--- src/sv/tfl_pkg.sv ---
// Shared types and constants for the text frame to LCD command block.
`timescale 1ns / 1ps

package tfl_pkg;

  typedef enum logic [2:0] {
    PH_HUNT   = 3'd0,
    PH_LENGTH = 3'd1,
    PH_OFFSET = 3'd2,
    PH_MARKER = 3'd3,
    PH_TEXT   = 3'd4
  } phase_t;

  localparam logic [7:0] CMD_SET_ADDR   = 8'h24;
  localparam logic [7:0] CMD_AUTO_WRITE = 8'hB0;
  localparam logic [7:0] CMD_AUTO_STOP  = 8'hB2;

  localparam logic [15:0] RST_TEXT_BASE   = 16'h0200;
  localparam logic [7:0]  RST_SYNC_BYTE   = 8'h55;
  localparam logic [3:0]  RST_SYNC_LENGTH = 4'd4;
  localparam logic [7:0]  RST_MARKER_BYTE = 8'h5D;

  localparam logic [1:0] REG_TEXT_BASE   = 2'd0;
  localparam logic [1:0] REG_SYNC_BYTE   = 2'd1;
  localparam logic [1:0] REG_SYNC_LENGTH = 2'd2;
  localparam logic [1:0] REG_MARKER_BYTE = 2'd3;

  localparam int MAX_RESULTS = 4;

  typedef struct packed {
    logic [15:0] text_base_address;
    logic [7:0]  sync_byte;
    logic [3:0]  sync_length;
    logic [7:0]  marker_byte;
  } cfg_t;

  typedef struct packed {
    logic       is_command;
    logic [7:0] bus_value;
  } result_t;

  // Results caused by one received byte, entry 0 goes out first.
  typedef struct packed {
    logic [2:0]                      count;
    result_t [MAX_RESULTS-1:0]       item;
  } burst_t;

endpackage

--- src/sv/tfl_decoder.sv ---
// Frame decoder: phase and counters, and the display writes one byte causes.
`timescale 1ns / 1ps

module tfl_decoder
  import tfl_pkg::*;
(
  input  logic       clk,
  input  logic       rst_n,
  input  logic       accept,
  input  logic [7:0] rx_byte,
  input  cfg_t       cfg,
  output burst_t     burst
);

  phase_t     phase_r, phase_nxt;
  logic [7:0] byte_count_r, byte_count_nxt;
  logic [7:0] text_length_r, text_length_nxt;
  logic [7:0] count_inc;
  logic [15:0] addr;

  assign count_inc = byte_count_r + 8'd1;
  assign addr      = cfg.text_base_address + {8'd0, rx_byte};

  always_comb begin
    phase_nxt       = phase_r;
    byte_count_nxt  = byte_count_r;
    text_length_nxt = text_length_r;
    burst           = '0;
    unique case (phase_r)
      PH_LENGTH: begin
        text_length_nxt = rx_byte;
        byte_count_nxt  = 8'd0;
        phase_nxt       = PH_OFFSET;
      end
      PH_OFFSET: begin
        burst.count   = 3'd4;
        burst.item[0] = '{is_command: 1'b0, bus_value: addr[7:0]};
        burst.item[1] = '{is_command: 1'b0, bus_value: addr[15:8]};
        burst.item[2] = '{is_command: 1'b1, bus_value: CMD_SET_ADDR};
        burst.item[3] = '{is_command: 1'b1, bus_value: CMD_AUTO_WRITE};
        phase_nxt     = PH_MARKER;
      end
      PH_MARKER: begin
        if (rx_byte == cfg.marker_byte) begin
          phase_nxt = PH_TEXT;
        end else begin
          burst.count    = 3'd1;
          burst.item[0]  = '{is_command: 1'b1, bus_value: CMD_AUTO_STOP};
          phase_nxt      = PH_HUNT;
          byte_count_nxt = 8'd0;
        end
      end
      PH_TEXT: begin
        burst.count    = 3'd1;
        burst.item[0]  = '{is_command: 1'b0, bus_value: rx_byte};
        byte_count_nxt = count_inc;
        // at least one data byte goes out even for a zero length
        if (count_inc >= text_length_r) begin
          burst.count    = 3'd2;
          burst.item[1]  = '{is_command: 1'b1, bus_value: CMD_AUTO_STOP};
          phase_nxt      = PH_HUNT;
          byte_count_nxt = 8'd0;
        end
      end
      default: begin
        phase_nxt = PH_HUNT;
        if (rx_byte == cfg.sync_byte) begin
          byte_count_nxt = count_inc;
          if (count_inc >= {4'd0, cfg.sync_length}) begin
            phase_nxt      = PH_LENGTH;
            byte_count_nxt = 8'd0;
          end
        end else begin
          byte_count_nxt = 8'd0;
        end
      end
    endcase
  end

  always_ff @(posedge clk) begin
    if (!rst_n) begin
      phase_r       <= PH_HUNT;
      byte_count_r  <= 8'd0;
      text_length_r <= 8'd0;
    end else if (accept) begin
      phase_r       <= phase_nxt;
      byte_count_r  <= byte_count_nxt;
      text_length_r <= text_length_nxt;
    end
  end

endmodule

--- src/sv/text_frame_to_lcd_commands_core.sv ---
// Top level: configuration registers, frame decoder and result buffer.
`timescale 1ns / 1ps

// Turns received serial bytes into display bus writes. Each accepted byte is
// decoded in the cycle it is taken and its writes (zero to four) are loaded
// into a four-entry result buffer; they leave one per cycle on out_* while
// out_tready is high, the first one the cycle after the input transfer, tlast
// marking the last write caused by that byte. A new byte is taken while the
// buffer is empty or while its final entry is being taken, so the single
// output channel holds off the input until a byte's writes have drained.
// Configuration writes take effect on the next byte.
module text_frame_to_lcd_commands_core
  import tfl_pkg::*;
(
  input  logic        clk,
  input  logic        rst_n,
  // config port
  input  logic        cfg_we,
  input  logic [1:0]  cfg_index,
  input  logic [15:0] cfg_wdata,
  // input stream
  input  logic        in_tvalid,
  output logic        in_tready,
  input  logic [7:0]  in_tdata,   // [7:0] rx_byte
  // result stream
  output logic        out_tvalid,
  input  logic        out_tready,
  output logic [7:0]  out_tdata,  // [7:0] bus_value
  output logic        out_tuser,  // [0] is_command
  output logic        out_tlast
);

  cfg_t    cfg_r;
  burst_t  burst;
  result_t [MAX_RESULTS-1:0] buf_r, buf_nxt;
  logic [2:0] cnt_r, cnt_nxt;
  logic in_xfer, out_xfer;

  always_ff @(posedge clk) begin
    if (!rst_n) begin
      cfg_r <= '{text_base_address: RST_TEXT_BASE, sync_byte: RST_SYNC_BYTE,
                 sync_length: RST_SYNC_LENGTH, marker_byte: RST_MARKER_BYTE};
    end else if (cfg_we) begin
      unique case (cfg_index)
        REG_TEXT_BASE:   cfg_r.text_base_address <= cfg_wdata;
        REG_SYNC_BYTE:   cfg_r.sync_byte         <= cfg_wdata[7:0];
        REG_SYNC_LENGTH: cfg_r.sync_length       <= cfg_wdata[3:0];
        REG_MARKER_BYTE: cfg_r.marker_byte       <= cfg_wdata[7:0];
        default: ;
      endcase
    end
  end

  assign out_tvalid = (cnt_r != 3'd0);
  assign out_xfer   = out_tvalid && out_tready;
  assign in_tready  = (cnt_r == 3'd0) || ((cnt_r == 3'd1) && out_tready);
  assign in_xfer    = in_tvalid && in_tready;

  assign out_tdata = buf_r[0].bus_value;
  assign out_tuser = buf_r[0].is_command;
  assign out_tlast = (cnt_r == 3'd1);

  tfl_decoder u_decoder (
    .clk     (clk),
    .rst_n   (rst_n),
    .accept  (in_xfer),
    .rx_byte (in_tdata),
    .cfg     (cfg_r),
    .burst   (burst)
  );

  always_comb begin
    buf_nxt = buf_r;
    cnt_nxt = cnt_r;
    if (in_xfer) begin
      buf_nxt = burst.item;
      cnt_nxt = burst.count;
    end else if (out_xfer) begin
      for (int i = 0; i < MAX_RESULTS - 1; i++) begin
        buf_nxt[i] = buf_r[i+1];
      end
      cnt_nxt = cnt_r - 3'd1;
    end
  end

  always_ff @(posedge clk) begin
    if (!rst_n) begin
      cnt_r <= 3'd0;
    end else begin
      cnt_r <= cnt_nxt;
    end
  end

  always_ff @(posedge clk) begin
    buf_r <= buf_nxt;
  end

  a_count_range: assert property (@(posedge clk) disable iff (!rst_n)
    cnt_r <= 3'd4)
    else $error("result buffer count out of range");

  a_no_overwrite: assert property (@(posedge clk) disable iff (!rst_n)
    in_xfer && (cnt_r != 3'd0) |-> out_xfer && out_tlast)
    else $error("new byte loaded over pending results");

  a_drain_step: assert property (@(posedge clk) disable iff (!rst_n)
    out_xfer && !in_xfer |=> cnt_r == $past(cnt_r) - 3'd1)
    else $error("result buffer did not advance by one");

  a_hold_stall: assert property (@(posedge clk) disable iff (!rst_n)
    out_tvalid && !out_tready |=> cnt_r == $past(cnt_r))
    else $error("result count changed while stalled");

endmodule

--- config.mk ---
export PLATFORM = sky130hd
export DESIGN_NAME = text_frame_to_lcd_commands_core
export DESIGN_NICKNAME = d
export VERILOG_FILES = /design/src/sv/tfl_pkg.sv /design/src/sv/tfl_decoder.sv /design/src/sv/text_frame_to_lcd_commands_core.sv
export SDC_FILE = /design/constraint.sdc
export NUM_CORES = 1
export LEC_CHECK = 0
export BUFFER_PORTS_ARGS = -buffer_cell sky130_fd_sc_hd__buf_2
export CORE_UTILIZATION = 40
export DETAILED_ROUTE_END_ITERATION = 8
export GPL_ROUTABILITY_DRIVEN = 1
export GPL_TIMING_DRIVEN = 0
export PLACE_DENSITY_LB_ADDON = 0.1
export SLEW_MARGIN = 20
export SYNTH_ARGS = -nofsm -noshare
export SYNTH_HDL_FRONTEND = slang
export SYNTH_SLANG_ARGS = --single-unit
--- constraint.sdc ---
create_clock -name clk -period 4.69 [get_ports clk]
set_input_delay 0.2345 -clock clk [delete_from_list [all_inputs] [get_ports clk]]
set_output_delay 0.2345 -clock clk [all_outputs]
set_load 0.01 [all_outputs]
==> flow_summary.ini <==
[critical_path]
critPathSlowestCell = dfxtp_1
critPathLaunch = u_decoder.byte_count_r[0]
crit_path_cell_trace = nand3_1, nor2_1, inv_1, nand2_1, nand2_1, ha_1, a21oi_1, nand2_1, a21oi_1, a2111oi_2, o211ai_1, nand2_1, a21o_1
cp_max_fo = 6
crit_path_frequent_cell = nand2_1
worstSetupEndpointType = flip-flop
cp.buffers_inverters = 1
start_kind = flip-flop
crit_family = compound AO/OA/AOI/OAI gates
arrival_ns = 3.19
r2r_start = u_decoder.byte_count_r[0]
path_class = flip-flop to flip-flop
cpPeakStageDelay_ns = 0.45
worstPathRequired_ns = 4.82

[floorplanning]
fp.dieW_um = 107.8
io_pins = 43
die-area_sq_um = 11620
num_rows = 38
die_h_um = 107.8
core_sq_um = 10890
start_util_pct = 41.11

[place]
dpl_cell_area_sq_um = 4856
portBuffers = 41
dp_slack_ns = 1.629
post-place-cells = 696
gp_congestion = 0.7975
dpl.hpwl_um = 8074

[route]
wire_per_inst_um = 15.18
drc = 0
dr.pass1.iters = 4
drtAntennaViolNets = 0
vias = 3620
via_per_inst = 5.084
drt_iter0_drc = 165
wirelength_um = 10810

[timing]
hold_viol_final = 0
slew_viol_final = 0
fin_skew_ns = 0.009960
finalCritPeriodShare_pct = 65.20
setup_tns_ns = 0
setup_ws_ns = 1.632
final-setup-viol-count = 0
holdWs_ns = 0.09631
period_needed_ns = 3.058
worst_slew_pin_slew_ns = 0.8175
rsz0062_at_grt = false
fmax_mhz = 327.0
slew_headroom_pct = 44.92

[grt]
grt_pass1_vias = 3466
grt-busiest-layer = met2
antenna_found_initial = 1
grt_max_degree = 28
grt_util_met1_pct = 27.59
overflow = 0
use_met2_pct = 32.42
grt_pass1_wl_um = 17950
met3_usage_pct = 3.148
grt_usage_pct = 20.63

[cts]
ctsHtreeMaxLevel = 3
numCtsBuffers = 9
cts.repair.resized = 0
clockBufferDepth = 2
clock_sinks = 80
ctsHoldBuffers = 0
clk_pin_slew_ns = 0.09
post_cts_buffers = 0
cts_tree = done
cts-root-buf = clkbuf_8
clkLatencyLatePin_ns = 0.37

[cells_and_area]
nNetsFinal = 622
design_area_sq_um = 5059
num-fill-cells = 1112
final_cells = 712
drive_gt1_share_pct = 13.81
areaGrowthSynthToFinish_pct = 13.03
n_antenna_cell = 0

[power]
cellLeakagePower_nw = 2.037
peakVddDrop_v = 0.0002053
power_density_nw_per_um2 = 413.6

[min_path]
worstHoldPathType = input port to flip-flop
min_from = cfg_wdata[9]

[synth]
synth.distinct_cells = 52
async_flop_share_pct = 0
syn-num-nets = 570
synth-seq-area-share_pct = 40.70
avgSynthCellArea_sq_um = 8.690
ys_warn_count = 0
synthCells = 515
ys_ff_latch = 80
ys.flop_type = dfxtp_1
synth_edf_count = 22
synth.cell_area_sq_um = 4476

[status]
status = finished clean

[job]
max-cap-violations = 0
## where the power goes
part	switching (W)	internal, W
sequential	0.0000507	0.000880
clock	0.000260	0.000271
combinational	0.000369	0.000262
total	0.000680	0.00141
## worst register-to-register path: stages (launching register included)
cell and delay, ns:
dfxtp_1 0.45, nand3_1 0.18, nor2_1 0.30, inv_1 0.10
nand2_1 0.07, nand2_1 0.06, ha_1 0.30, a21oi_1 0.19
nand2_1 0.07, a21oi_1 0.25, a2111oi_2 0.14, o211ai_1 0.34
nand2_1 0.17, a21o_1 0.18
## final cells by class
class / count / area [sq um] / share of cell area (%)
Clock inverter: 4 / 42.54 / 0.8410
Tap cell: 140 / 175.2 / 3.463
Multi-Input combinational cell: 381 / 2416 / 47.76
Sequential cell: 80 / 1822 / 36.01
Buffer: 27 / 141.4 / 2.795
Clock buffer: 12 / 155.1 / 3.067
Inverter: 27 / 101.3 / 2.003
Timing Repair Buffer: 41 / 205.2 / 4.056
## per-stage QoR
| stage | utilization (%) | power (W) |
|---|---|---|
| floorplan | - | 0.001381 |
| global placement | 44.60 | 0.001566 |
| detailed placement | 44.60 | 0.001582 |
| CTS | 46.41 | 0.002111 |
| global route | 46.46 | 0.002228 |
| finish | 46.46 | 0.002092 |
## cell usage in the layout (no fill, tap or decap), types with 3 or more instances in the layout
master,count
nand2_1,105
dfxtp_1,58
buf_2,43
o21ai_0,27
inv_1,26
a21boi_0,24
ha_1,23
edfxtp_1,22
nor2_1,21
xnor2_1,19
nand3_1,17
clkbuf_1,17
nor2b_1,17
a21oi_1,17
xor2_1,13
mux2i_1,12
clkbuf_8,11
nand2b_1,9
buf_4,8
o211ai_1,6
a21o_1,6
or3_1,5
nor3_1,5
a221oi_1,5
a31oi_1,5
nand4_1,4
o22ai_1,4
and3_1,3
and2_1,3
or2_2,3
o21a_1,3
## cell usage after synthesis (2+ instances only)
| master | n | area (sq um) |
|---|---|---|
| a21boi_0 | 24 | 180.2 |
| a21boi_1 | 2 | 15.01 |
| a21o_1 | 6 | 45.04 |
| a21oi_1 | 17 | 85.08 |
| a221oi_1 | 5 | 43.79 |
| a22oi_1 | 2 | 15.01 |
| a31oi_1 | 5 | 31.28 |
| and2_1 | 3 | 18.77 |
| and3_1 | 3 | 18.77 |
| buf_2 | 2 | 10.01 |
| buf_4 | 8 | 60.06 |
| clkbuf_1 | 16 | 60.06 |
| dfxtp_1 | 58 | 1161 |
| edfxtp_1 | 22 | 660.6 |
| ha_1 | 23 | 287.8 |
| inv_1 | 26 | 97.59 |
| mux2i_1 | 12 | 120.1 |
| nand2_1 | 105 | 394.1 |
| nand2b_1 | 9 | 56.30 |
| nand3_1 | 17 | 85.08 |
| nand3_2 | 2 | 20.02 |
| nand4_1 | 4 | 25.02 |
| nor2_1 | 21 | 78.83 |
| nor2b_1 | 17 | 106.4 |
| nor3_1 | 5 | 25.02 |
| nor3b_1 | 3 | 22.52 |
| o211ai_1 | 6 | 45.04 |
| o21a_1 | 3 | 22.52 |
| o21ai_0 | 27 | 135.1 |
| o22ai_1 | 4 | 25.02 |
| or2_2 | 3 | 18.77 |
| or3_1 | 5 | 31.28 |
| xnor2_1 | 19 | 166.4 |
| xor2_1 | 13 | 113.9 |
## path summary, 6_finish.rpt
| kind | end | slack (ns) | cells past startpoint |
|---|---|---|---|
| setup / recovery | buf_r[16] | 1.63 | 13 |
| hold / removal | cfg_r[29] | 0.1 | 3 |
| setup reg to reg | buf_r[16] | 1.63 | 13 |
| hold reg to reg | cfg_r[24] | 0.47 | 2 |
## metal layers
metal  vias to the layer above  part of all wire, %
met1                      1674                   48
met5                         -                    0
met3                        14                  3.4
met4                         0                  2.4
li1                       1864                    -
met2                        68                   46
## cells by family (layout without fill, tap and decap cells)
family | Yosys count | count (layout) | synth area share [%]
AO/OA/AOI/OAI | 108 | 108 | 16.38
XOR/XNOR | 32 | 32 | 6.262
adder cells (fa/ha/maj) | 24 | 24 | 6.877
buffers and inverters | 54 | 111 | 5.423
flip-flops | 80 | 80 | 40.70
multiplexers | 13 | 13 | 2.936
AND/OR/NAND/NOR | 204 | 204 | 21.41
## sequential cells by signal, summed over array words and instances, names as in the netlist
name and cells:
u_decoder.text_length_r 8, out_tdata 8, buf_r 13, cnt_r 3
cfg_r 36, u_decoder.byte_count_r 8, u_decoder.phase_r 3, out_tuser 1
No activity file was read; power rests on OpenSTA's default activity.
